==> src/hw/rtl/mcre_pkg.sv <==
// Package of the mailbox command retry engine: types, codes and reset values.
`timescale 1ns / 1ps

package mcre_pkg;

   // Request kinds carried by a transaction on the input channel
   localparam logic [1:0] REQ_ISSUE   = 2'd0;
   localparam logic [1:0] REQ_OBSERVE = 2'd1;
   localparam logic [1:0] REQ_TICK    = 2'd2;

   // Result kinds and completion status
   localparam logic KIND_WRITE = 1'b0;
   localparam logic KIND_DONE  = 1'b1;
   localparam logic STATUS_OK      = 1'b0;
   localparam logic STATUS_TIMEOUT = 1'b1;

   // The clear command written before a command whose echo is already present
   localparam logic [7:0]  CLEAR_CODE  = 8'h00;
   localparam logic [15:0] CLEAR_PARAM = 16'h0000;

   // Configuration register indexes
   localparam int unsigned CSR_INDEX_WIDTH = 2;
   localparam logic [CSR_INDEX_WIDTH-1:0] CSR_TIMEOUT_TICKS = 2'd0;
   localparam logic [CSR_INDEX_WIDTH-1:0] CSR_COMMAND_TRIES = 2'd1;
   localparam logic [CSR_INDEX_WIDTH-1:0] CSR_CLEAR_TRIES   = 2'd2;
   localparam int unsigned CSR_DATA_WIDTH = 16;

   // Configuration reset values
   localparam logic [15:0] TIMEOUT_TICKS_RESET = 16'd250;
   localparam logic [3:0]  COMMAND_TRIES_RESET = 4'd3;
   localparam logic [3:0]  CLEAR_TRIES_RESET   = 4'd2;

   typedef enum logic [1:0] {
      PH_IDLE  = 2'd0,
      PH_CLEAR = 2'd1,
      PH_CMD   = 2'd2
   } phase_type;

   typedef struct packed {
      logic [15:0] timeout_ticks;
      logic [3:0]  command_tries;
      logic [3:0]  clear_tries;
   } cfg_type;

   typedef struct packed {
      logic [1:0]  req_type;
      logic [7:0]  cmd_code;
      logic [15:0] param_word;
      logic [7:0]  echo_code;
      logic [15:0] feedback_word;
   } item_type;

   typedef struct packed {
      logic        out_kind;
      logic [7:0]  out_code;
      logic [15:0] out_param;
      logic        done_status;
      logic [15:0] done_data;
   } result_type;

endpackage

==> src/hw/rtl/mcre_channels.sv <==
// Valid/ready channel interfaces for the request and response sides of the engine.
`timescale 1ns / 1ps

interface mcre_req_if;
   logic        valid;
   logic        ready;
   logic [1:0]  req_type;
   logic [7:0]  cmd_code;
   logic [15:0] param_word;
   logic [7:0]  echo_code;
   logic [15:0] feedback_word;

   modport source (
      output valid, req_type, cmd_code, param_word, echo_code, feedback_word,
      input  ready
   );
   modport sink (
      input  valid, req_type, cmd_code, param_word, echo_code, feedback_word,
      output ready
   );
endinterface

interface mcre_rsp_if;
   logic        valid;
   logic        ready;
   logic        out_kind;
   logic [7:0]  out_code;
   logic [15:0] out_param;
   logic        done_status;
   logic [15:0] done_data;

   modport source (
      output valid, out_kind, out_code, out_param, done_status, done_data,
      input  ready
   );
   modport sink (
      input  valid, out_kind, out_code, out_param, done_status, done_data,
      output ready
   );
endinterface

==> src/hw/rtl/mcre_core.sv <==
// Retry state machine of the engine: phase, pending command, timers and result.
`timescale 1ns / 1ps

module mcre_core
   import mcre_pkg::*;
(
   input  logic       clock,
   input  logic       reset,
   input  cfg_type    cfg,
   input  logic       step,
   input  item_type   item,
   output logic       res_valid,
   output result_type res
);

   phase_type   phase_ff, phase_in;
   logic [7:0]  pending_code_ff, pending_code_in;
   logic [15:0] pending_param_ff, pending_param_in;
   logic [15:0] wait_count_ff, wait_count_in;
   logic [3:0]  try_count_ff, try_count_in;

   logic [15:0] wait_next;
   logic [15:0] limit;
   logic [3:0]  tries;
   logic        expired;
   logic        last_try;
   logic        busy;

   assign busy      = (phase_ff == PH_CLEAR) || (phase_ff == PH_CMD);
   assign wait_next = wait_count_ff + 16'd1;
   assign limit     = (cfg.timeout_ticks == 16'd0) ? 16'd1 : cfg.timeout_ticks;
   assign expired   = (wait_next >= limit);
   assign tries     = (phase_ff == PH_CLEAR) ? cfg.clear_tries : cfg.command_tries;
   assign last_try  = !(try_count_ff < tries);

   // Next phase
   always_comb begin
      phase_in = phase_ff;
      if (step) begin
         case (item.req_type)
            REQ_ISSUE: begin
               if (phase_ff == PH_IDLE) begin
                  phase_in = (item.echo_code == item.cmd_code) ? PH_CLEAR : PH_CMD;
               end
            end
            REQ_OBSERVE: begin
               if (phase_ff == PH_CLEAR && item.echo_code == CLEAR_CODE) begin
                  phase_in = PH_CMD;
               end else if (phase_ff == PH_CMD && item.echo_code == pending_code_ff) begin
                  phase_in = PH_IDLE;
               end
            end
            REQ_TICK: begin
               if (busy && expired && last_try) begin
                  phase_in = PH_IDLE;
               end
            end
            default: phase_in = phase_ff;
         endcase
      end
   end

   // Counters, pending command and the result of the transaction
   always_comb begin
      pending_code_in  = pending_code_ff;
      pending_param_in = pending_param_ff;
      wait_count_in    = wait_count_ff;
      try_count_in     = try_count_ff;
      res_valid        = 1'b0;
      res              = '0;
      if (step) begin
         case (item.req_type)
            REQ_ISSUE: begin
               if (phase_ff == PH_IDLE) begin
                  pending_code_in  = item.cmd_code;
                  pending_param_in = item.param_word;
                  wait_count_in    = '0;
                  try_count_in     = 4'd1;
                  res_valid        = 1'b1;
                  res.out_kind     = KIND_WRITE;
                  if (item.echo_code == item.cmd_code) begin
                     res.out_code  = CLEAR_CODE;
                     res.out_param = CLEAR_PARAM;
                  end else begin
                     res.out_code  = item.cmd_code;
                     res.out_param = item.param_word;
                  end
               end
            end
            REQ_OBSERVE: begin
               if (phase_ff == PH_CLEAR && item.echo_code == CLEAR_CODE) begin
                  wait_count_in = '0;
                  try_count_in  = 4'd1;
                  res_valid     = 1'b1;
                  res.out_kind  = KIND_WRITE;
                  res.out_code  = pending_code_ff;
                  res.out_param = pending_param_ff;
               end else if (phase_ff == PH_CMD && item.echo_code == pending_code_ff) begin
                  wait_count_in   = '0;
                  try_count_in    = '0;
                  res_valid       = 1'b1;
                  res.out_kind    = KIND_DONE;
                  res.done_status = STATUS_OK;
                  res.done_data   = item.feedback_word;
               end
            end
            REQ_TICK: begin
               if (busy) begin
                  wait_count_in = wait_next;
                  if (expired) begin
                     wait_count_in = '0;
                     res_valid     = 1'b1;
                     if (!last_try) begin
                        try_count_in = try_count_ff + 4'd1;
                        res.out_kind = KIND_WRITE;
                        if (phase_ff == PH_CLEAR) begin
                           res.out_code  = CLEAR_CODE;
                           res.out_param = CLEAR_PARAM;
                        end else begin
                           res.out_code  = pending_code_ff;
                           res.out_param = pending_param_ff;
                        end
                     end else begin
                        try_count_in    = '0;
                        res.out_kind    = KIND_DONE;
                        res.done_status = STATUS_TIMEOUT;
                     end
                  end
               end
            end
            default: res_valid = 1'b0;
         endcase
      end
   end

   always_ff @(posedge clock) begin
      if (reset) begin
         phase_ff         <= PH_IDLE;
         pending_code_ff  <= '0;
         pending_param_ff <= '0;
         wait_count_ff    <= '0;
         try_count_ff     <= '0;
      end else begin
         phase_ff         <= phase_in;
         pending_code_ff  <= pending_code_in;
         pending_param_ff <= pending_param_in;
         wait_count_ff    <= wait_count_in;
         try_count_ff     <= try_count_in;
      end
   end

   // An idle engine holds no attempt and no running timer.
   a_idle_clear: assert property (@(posedge clock) disable iff (reset)
      phase_ff == PH_IDLE |-> (try_count_ff == 4'd0 && wait_count_ff == 16'd0))
      else $error("idle engine with live attempt state");

   // While a phase runs, at least one attempt has been made.
   a_busy_tries: assert property (@(posedge clock) disable iff (reset)
      phase_ff != PH_IDLE |-> try_count_ff != 4'd0)
      else $error("busy engine with no attempt counted");

   // A completion returns the engine to idle.
   a_done_idle: assert property (@(posedge clock) disable iff (reset)
      (step && res_valid && res.out_kind == KIND_DONE) |=> phase_ff == PH_IDLE)
      else $error("completion did not return engine to idle");

   // A new command is only written from idle.
   a_issue_idle: assert property (@(posedge clock) disable iff (reset)
      (step && res_valid && item.req_type == REQ_ISSUE) |-> phase_ff == PH_IDLE)
      else $error("issue produced a write while busy");

endmodule

==> src/hw/rtl/mailbox_command_retry_engine.sv <==
// Top level of the mailbox command retry engine: channels, configuration and stages.
`timescale 1ns / 1ps

// The engine takes one transaction per clock on the request channel unless stalled:
// issue a command, report a mailbox observation, or mark one microsecond tick. Each
// transaction yields at most one response (a mailbox write of code and parameter, or
// a finished request with its status and feedback word), which is produced once the
// transaction has passed the input register and the single step of the retry state
// machine into the response register. Sustained throughput is one transaction per
// cycle while the response side keeps up; the rate is set by that single step, which
// updates the phase, the attempt counter and the tick counter together. A waiting
// response stalls the request side only once the input register is full as well: the
// input register accepts whenever it is empty or its transaction moves on in the same
// cycle, and it moves on when the response register is empty or is being emptied in
// that cycle. Configuration registers are written through the csr port and should
// only be changed while no request is in progress.

module mailbox_command_retry_engine
   import mcre_pkg::*;
(
   input  logic                       clock,
   input  logic                       reset,
   mcre_req_if.sink                   req_chan,
   mcre_rsp_if.source                 rsp_chan,
   input  logic                       csr_write_enable,
   input  logic [CSR_INDEX_WIDTH-1:0] csr_index,
   input  logic [CSR_DATA_WIDTH-1:0]  csr_data
);

   cfg_type    cfg_ff;
   logic       in_valid_ff, in_valid_in;
   item_type   in_item_ff;
   logic       out_valid_ff, out_valid_in;
   result_type out_result_ff;

   logic       consume;
   logic       res_valid;
   result_type res;
   item_type   req_item;

   // The staged transaction moves into the state machine whenever the response
   // register has room for what it may produce.
   assign consume        = in_valid_ff && (!out_valid_ff || rsp_chan.ready);
   assign req_chan.ready = !in_valid_ff || consume;

   assign req_item.req_type      = req_chan.req_type;
   assign req_item.cmd_code      = req_chan.cmd_code;
   assign req_item.param_word    = req_chan.param_word;
   assign req_item.echo_code     = req_chan.echo_code;
   assign req_item.feedback_word = req_chan.feedback_word;

   always_comb begin
      in_valid_in = in_valid_ff;
      if (req_chan.valid && req_chan.ready) begin
         in_valid_in = 1'b1;
      end else if (consume) begin
         in_valid_in = 1'b0;
      end
   end

   always_comb begin
      out_valid_in = out_valid_ff;
      if (consume) begin
         out_valid_in = res_valid;
      end else if (rsp_chan.ready) begin
         out_valid_in = 1'b0;
      end
   end

   // Configuration registers; writes to an unused index are dropped.
   always_ff @(posedge clock) begin
      if (reset) begin
         cfg_ff.timeout_ticks <= TIMEOUT_TICKS_RESET;
         cfg_ff.command_tries <= COMMAND_TRIES_RESET;
         cfg_ff.clear_tries   <= CLEAR_TRIES_RESET;
      end else if (csr_write_enable) begin
         case (csr_index)
            CSR_TIMEOUT_TICKS: cfg_ff.timeout_ticks <= csr_data;
            CSR_COMMAND_TRIES: cfg_ff.command_tries <= csr_data[3:0];
            CSR_CLEAR_TRIES:   cfg_ff.clear_tries   <= csr_data[3:0];
            default:           cfg_ff <= cfg_ff;
         endcase
      end
   end

   // Input register and response register valid flags.
   always_ff @(posedge clock) begin
      if (reset) begin
         in_valid_ff  <= 1'b0;
         out_valid_ff <= 1'b0;
      end else begin
         in_valid_ff  <= in_valid_in;
         out_valid_ff <= out_valid_in;
      end
   end

   // Payloads carry no reset; they are qualified by the valid flags above.
   always_ff @(posedge clock) begin
      if (req_chan.valid && req_chan.ready) begin
         in_item_ff <= req_item;
      end
      if (consume && res_valid) begin
         out_result_ff <= res;
      end
   end

   mcre_core u_core (
      .clock     (clock),
      .reset     (reset),
      .cfg       (cfg_ff),
      .step      (consume),
      .item      (in_item_ff),
      .res_valid (res_valid),
      .res       (res)
   );

   assign rsp_chan.valid       = out_valid_ff;
   assign rsp_chan.out_kind    = out_result_ff.out_kind;
   assign rsp_chan.out_code    = out_result_ff.out_code;
   assign rsp_chan.out_param   = out_result_ff.out_param;
   assign rsp_chan.done_status = out_result_ff.done_status;
   assign rsp_chan.done_data   = out_result_ff.done_data;

endmodule

==> src/flat_wrapper.sv <==
// flat-port wrapper written by rule: the top's interface ports become plain ports
module mailbox_command_retry_engine_flat import mcre_pkg::*;
  (clock, reset, csr_write_enable, csr_index, csr_data, req_chan_valid, req_chan_req_type, req_chan_cmd_code, req_chan_param_word, req_chan_echo_code, req_chan_feedback_word, req_chan_ready, rsp_chan_valid, rsp_chan_out_kind, rsp_chan_out_code, rsp_chan_out_param, rsp_chan_done_status, rsp_chan_done_data, rsp_chan_ready);
  mcre_req_if req_chan_i ();
  mcre_rsp_if rsp_chan_i ();
  input  logic clock;
  input  logic reset;
  input  logic csr_write_enable;
  input  logic [CSR_INDEX_WIDTH-1:0] csr_index;
  input  logic [CSR_DATA_WIDTH-1:0] csr_data;
  input wire logic [$bits(req_chan_i.valid)-1:0] req_chan_valid;
  input wire logic [$bits(req_chan_i.req_type)-1:0] req_chan_req_type;
  input wire logic [$bits(req_chan_i.cmd_code)-1:0] req_chan_cmd_code;
  input wire logic [$bits(req_chan_i.param_word)-1:0] req_chan_param_word;
  input wire logic [$bits(req_chan_i.echo_code)-1:0] req_chan_echo_code;
  input wire logic [$bits(req_chan_i.feedback_word)-1:0] req_chan_feedback_word;
  output wire logic [$bits(req_chan_i.ready)-1:0] req_chan_ready;
  output wire logic [$bits(rsp_chan_i.valid)-1:0] rsp_chan_valid;
  output wire logic [$bits(rsp_chan_i.out_kind)-1:0] rsp_chan_out_kind;
  output wire logic [$bits(rsp_chan_i.out_code)-1:0] rsp_chan_out_code;
  output wire logic [$bits(rsp_chan_i.out_param)-1:0] rsp_chan_out_param;
  output wire logic [$bits(rsp_chan_i.done_status)-1:0] rsp_chan_done_status;
  output wire logic [$bits(rsp_chan_i.done_data)-1:0] rsp_chan_done_data;
  input wire logic [$bits(rsp_chan_i.ready)-1:0] rsp_chan_ready;
  assign req_chan_i.valid = req_chan_valid;
  assign req_chan_i.req_type = req_chan_req_type;
  assign req_chan_i.cmd_code = req_chan_cmd_code;
  assign req_chan_i.param_word = req_chan_param_word;
  assign req_chan_i.echo_code = req_chan_echo_code;
  assign req_chan_i.feedback_word = req_chan_feedback_word;
  assign req_chan_ready = req_chan_i.ready;
  assign rsp_chan_valid = rsp_chan_i.valid;
  assign rsp_chan_out_kind = rsp_chan_i.out_kind;
  assign rsp_chan_out_code = rsp_chan_i.out_code;
  assign rsp_chan_out_param = rsp_chan_i.out_param;
  assign rsp_chan_done_status = rsp_chan_i.done_status;
  assign rsp_chan_done_data = rsp_chan_i.done_data;
  assign rsp_chan_i.ready = rsp_chan_ready;
  mailbox_command_retry_engine u_core (.clock(clock), .reset(reset), .req_chan(req_chan_i), .rsp_chan(rsp_chan_i), .csr_write_enable(csr_write_enable), .csr_index(csr_index), .csr_data(csr_data));
endmodule
==> config.mk <==
export PLATFORM = sky130hd
export DESIGN_NAME = mailbox_command_retry_engine_flat
export DESIGN_NICKNAME = d
export VERILOG_FILES = /design/src/hw/rtl/mcre_pkg.sv /design/src/hw/rtl/mcre_channels.sv /design/src/hw/rtl/mcre_core.sv /design/src/hw/rtl/mailbox_command_retry_engine.sv /design/src/flat_wrapper.sv
export SDC_FILE = /design/constraint.sdc
export NUM_CORES = 1
export LEC_CHECK = 0
export ABC_AREA = 1
export BUFFER_PORTS_ARGS = -buffer_cell sky130_fd_sc_hd__buf_2
export CAP_MARGIN = 20
export CELL_PAD_IN_SITES_DETAIL_PLACEMENT = 1
export CELL_PAD_IN_SITES_GLOBAL_PLACEMENT = 2
export CORE_MARGIN = 2
export CORE_UTILIZATION = 35
export DETAILED_ROUTE_END_ITERATION = 6
export GPL_TIMING_DRIVEN = 0
export PLACE_DENSITY = 0.8
export SYNTH_ARGS = -nofsm -noshare
export SYNTH_HDL_FRONTEND = slang
export SYNTH_SLANG_ARGS = --single-unit
export TNS_END_PERCENT = 1
==> constraint.sdc <==
create_clock -name clock -period 4.5 [get_ports clock]
set_input_delay 0.9 -clock clock [delete_from_list [all_inputs] [get_ports clock]]
set_output_delay 0.9 -clock clock [all_outputs]
set_load 0.03 [all_outputs]
==> run_results.csv <==
group,metric,value,unit
floorplanning,die_h,157,microns
placement,place_congestion,0.789,
timing,clock.fmax,281,MHz
worst_setup_path,required,4620,ps
pwr,p_per_area,353,nW/um^2
timing,finClkSkew,16.4,ps
global_route,grt_overflow,0,
global_route,grt_max_degree,42,
logic_synthesis,ys_types,47,
clock_tree,cts_resized,0,
floorplanning,pin_count,117,
timing,timing.final.max_slew_violations,0,
logic_synthesis,synth_edf_count,92,
clock_tree,cts_root_buf,"clkbuf_16",
timing,tns,0,ps
worst_setup_path,criticalPathCategory,"flip-flop to flip-flop",
final_layout,final_nets,1189,
route,drc,0,
logic_synthesis,synth-compound-area-share,7.44,%
placement,place_ws,884,ps
placement,portBuffers,115,
logic_synthesis,synth_cells,952,
logic_synthesis,synth-simple-area-share,25.6,%
logic_synthesis,async_reset_ff_share,0,%
route,num_vias,6830,
clock_tree,cts_sinks,164,
final_layout,syn2layout_area_growth,19.8,%
logic_synthesis,syn_area_per_cell,8.57,sq um
logic_synthesis,yosys.area_share.adder,4.29,%
clock_tree,post_cts_buffers,0,
logic_synthesis,synthXorXnorAreaFrac,2.25,%
global_route,grt_pass1_wl,36.7,mm
route,wirelength,22.9,mm
placement,dp_hpwl,17.0,mm
logic_synthesis,ys_seq_elements,164,
floorplanning,die_x,157,microns
pwr,vdd_drop_max,0.273,mV
floorplanning,design.die.area,24500,sq um
final_layout,post-route-util,42.9,%
clock_tree,cts_tree,"yes",
final_layout,drive_gt1_share,19.7,%
logic_synthesis,synth_warnings,0,
timing,min_period,3560,ps
worst_setup_path,cp_max_fo,41,
route,via_per_inst,4.83,
logic_synthesis,syn-num-nets,1053,
route,first_pass_iters,4,
route,route.antenna.remaining_nets,0,
floorplanning,std_cell_rows,55,
worst_setup_path,arrival,3680,ps
route,drtIter0Drc,276,
final_layout,final_common_cell,"nand2_1",
clock_tree,cts.clk_slew.worst_paths,70,ps
timing,slew_headroom,51.7,%
global_route,track_usage,19.3,%
clock_tree,numCtsBuffers,17,
final_layout,layout_common_cells,"nand2_1, buf_2, inv_1, edfxtp_1",
min_path,worst_hold_path_type,"flip-flop to flip-flop",
worst_setup_path,end_kind,"flip-flop",
global_route,grt_pass1_vias,7020,
logic_synthesis,syn-cell-area,8160,sq um
floorplanning,start_util,35.8,%
logic_synthesis,synthMuxAreaShare,0.368,%
clock_tree,cts_hold_buf,0,
timing,tightest_slew,725,ps
logic_synthesis,ys.flop_type,"edfxtp_1",
timing,finalSetupViolations,0,
clock_tree,cts_max_level,4,
timing,rsz0062_at_grt,"false",
status,status,"completed",
pwr,leakage,4.40,nW
clock_tree,clk_latency,440,ps
route,wire_per_inst,16.2,microns
logic_synthesis,yosysSeqAreaShare,51.5,%
floorplanning,core_area,22800,sq um
job,maxCapViolations,0,
timing,finalWorstSetupSlack,939,ps
timing,timing.final.crit_share,79.1,%
clock_tree,clk_path_buf_depth,2,
worst_setup_path,cp-start-kind,"flip-flop",
logic_synthesis,synth_top_family_by_area,"simple AND/OR/NAND/NOR gates",
timing,whs,463,ps
final_layout,diodes,0,
global_route,antenna_found_initial,0,
timing,finalHoldViolCount,0,
==> Yosys cell counts (2+ instances only) <==
| cell type | instances | area, sq um |
|---|---|---|
| xor2_1 | 13 | 114 |
| nand3_1 | 89 | 445 |
| edfxtp_1 | 92 | 2760 |
| nand4_2 | 2 | 25.0 |
| nand4_1 | 28 | 175 |
| nand3_2 | 4 | 40.0 |
| a21oi_2 | 10 | 87.6 |
| nor2_1 | 89 | 334 |
| dfxtp_1 | 72 | 1440 |
| clkinv_1 | 2 | 7.51 |
| o21ai_0 | 25 | 125 |
| nand2_2 | 8 | 50.1 |
| o211ai_1 | 7 | 52.6 |
| nor2_2 | 3 | 18.8 |
| nor4_1 | 5 | 31.3 |
| buf_2 | 11 | 55.1 |
| clkbuf_1 | 19 | 71.3 |
| inv_1 | 113 | 424 |
| buf_1 | 3 | 11.3 |
| buf_4 | 8 | 60.1 |
| xnor2_1 | 8 | 70.1 |
| nand2_1 | 217 | 815 |
| mux2i_1 | 3 | 30.0 |
| nor3_1 | 14 | 70.1 |
| inv_2 | 8 | 30.0 |
| a21oi_1 | 51 | 255 |
| ha_1 | 28 | 350 |
==> sequential cells by signal (all words and copies together) (netlist names) <==
signal,cells
u_core.rsp_chan.out_code,8
u_core.rsp_chan.done_data,16
u_core.in_valid_ff,1
u_core.u_core.try_count_ff,4
u_core.u_core.phase_ff,2
u_core.in_item_ff,50
u_core.rsp_chan.valid,1
u_core.rsp_chan.out_kind,1
u_core.cfg_ff,24
u_core.rsp_chan.done_status,1
u_core.u_core.pending_param_ff,16
u_core.u_core.pending_code_ff,8
u_core.u_core.wait_count_ff,16
u_core.rsp_chan.out_param,16
==> final timing paths <==
path,slack (ps),start,endpoint,cells after the start
max,940,u_core.u_core.wait_count_ff[0]$_SDFFE_PP0P_,u_core.rsp_chan.out_param[11]$_SDFFCE_PN0P_,15
min,460,u_core.cfg_ff[0]$_SDFFE_PP0P_,u_core.cfg_ff[0]$_SDFFE_PP0P_,2
max reg2reg,940,u_core.u_core.wait_count_ff[0]$_SDFFE_PP0P_,u_core.rsp_chan.out_param[11]$_SDFFCE_PN0P_,15
min reg2reg,460,u_core.cfg_ff[0]$_SDFFE_PP0P_,u_core.cfg_ff[0]$_SDFFE_PP0P_,2
==> worst max-delay path: stages (launching register included) <==
cell     delay (ps)
dfxtp_1         460
ha_1            220
and3_1          150
buf_2           190
nand4_1         130
xnor2_1         200
ha_1            300
nand2_1          80
nor4_2          330
nand2_2         180
nand2_2         260
nand3_1         140
nand2_1          90
nand2_1          80
inv_2           130
buf_12          250
==> area by class of cell <==
type                            instances  area (sq um)
Tap cell                              313           392
Clock buffer                           17           425
Buffer                                 43           224
Inverter                              124           470
Multi-Input combinational cell        621          3260
Sequential cell                       164          4200
Timing Repair Buffer                  117           616
Fill cell                            2764         13000
Clock inverter                         15           183
==> through the flow <==
stage          power (mW)  area [sq um]  instances
6_report             3.45          9770       1414
3_5_place_dp         2.00          9170       1382
2_1_floorplan        1.87          8160        952
5_1_grt              3.58          9770       1414
3_3_place_gp         1.99          9130       1380
4_1_cts              3.49          9770       1414
==> routing by layer <==
layer / vias up / track usage (%) / wire length, microns / part of all wire, %
li1: 3415 / - / - / -
met2: 120 / 32.9 / 11200 / 49
met4: 0 / 4.41 / 302 / 1.3
met5: - / 0 / 0 / 0
met3: 24 / 3.66 / 722 / 3.1
met1: 3271 / 25.4 / 10700 / 47
==> where the power goes <==
part / switching (mW) / internal, mW
Clock: 0.734 / 0.754
Combinational: 0.194 / 0.0992
Sequential: 0.0361 / 1.63
Total: 0.964 / 2.48
==> logic make-up (layout without fill, tap and decap cells) <==
logic type,Yosys count,count (layout)
adders and majority gates,28,28
buffers and inverters,167,316
AOI/OAI and AO/OA,103,103
DFF,164,164
muxes,3,3
and+or+nand+nor,466,466
xor gates and xnor gates,21,21
(Power assumes the default switching activity.)
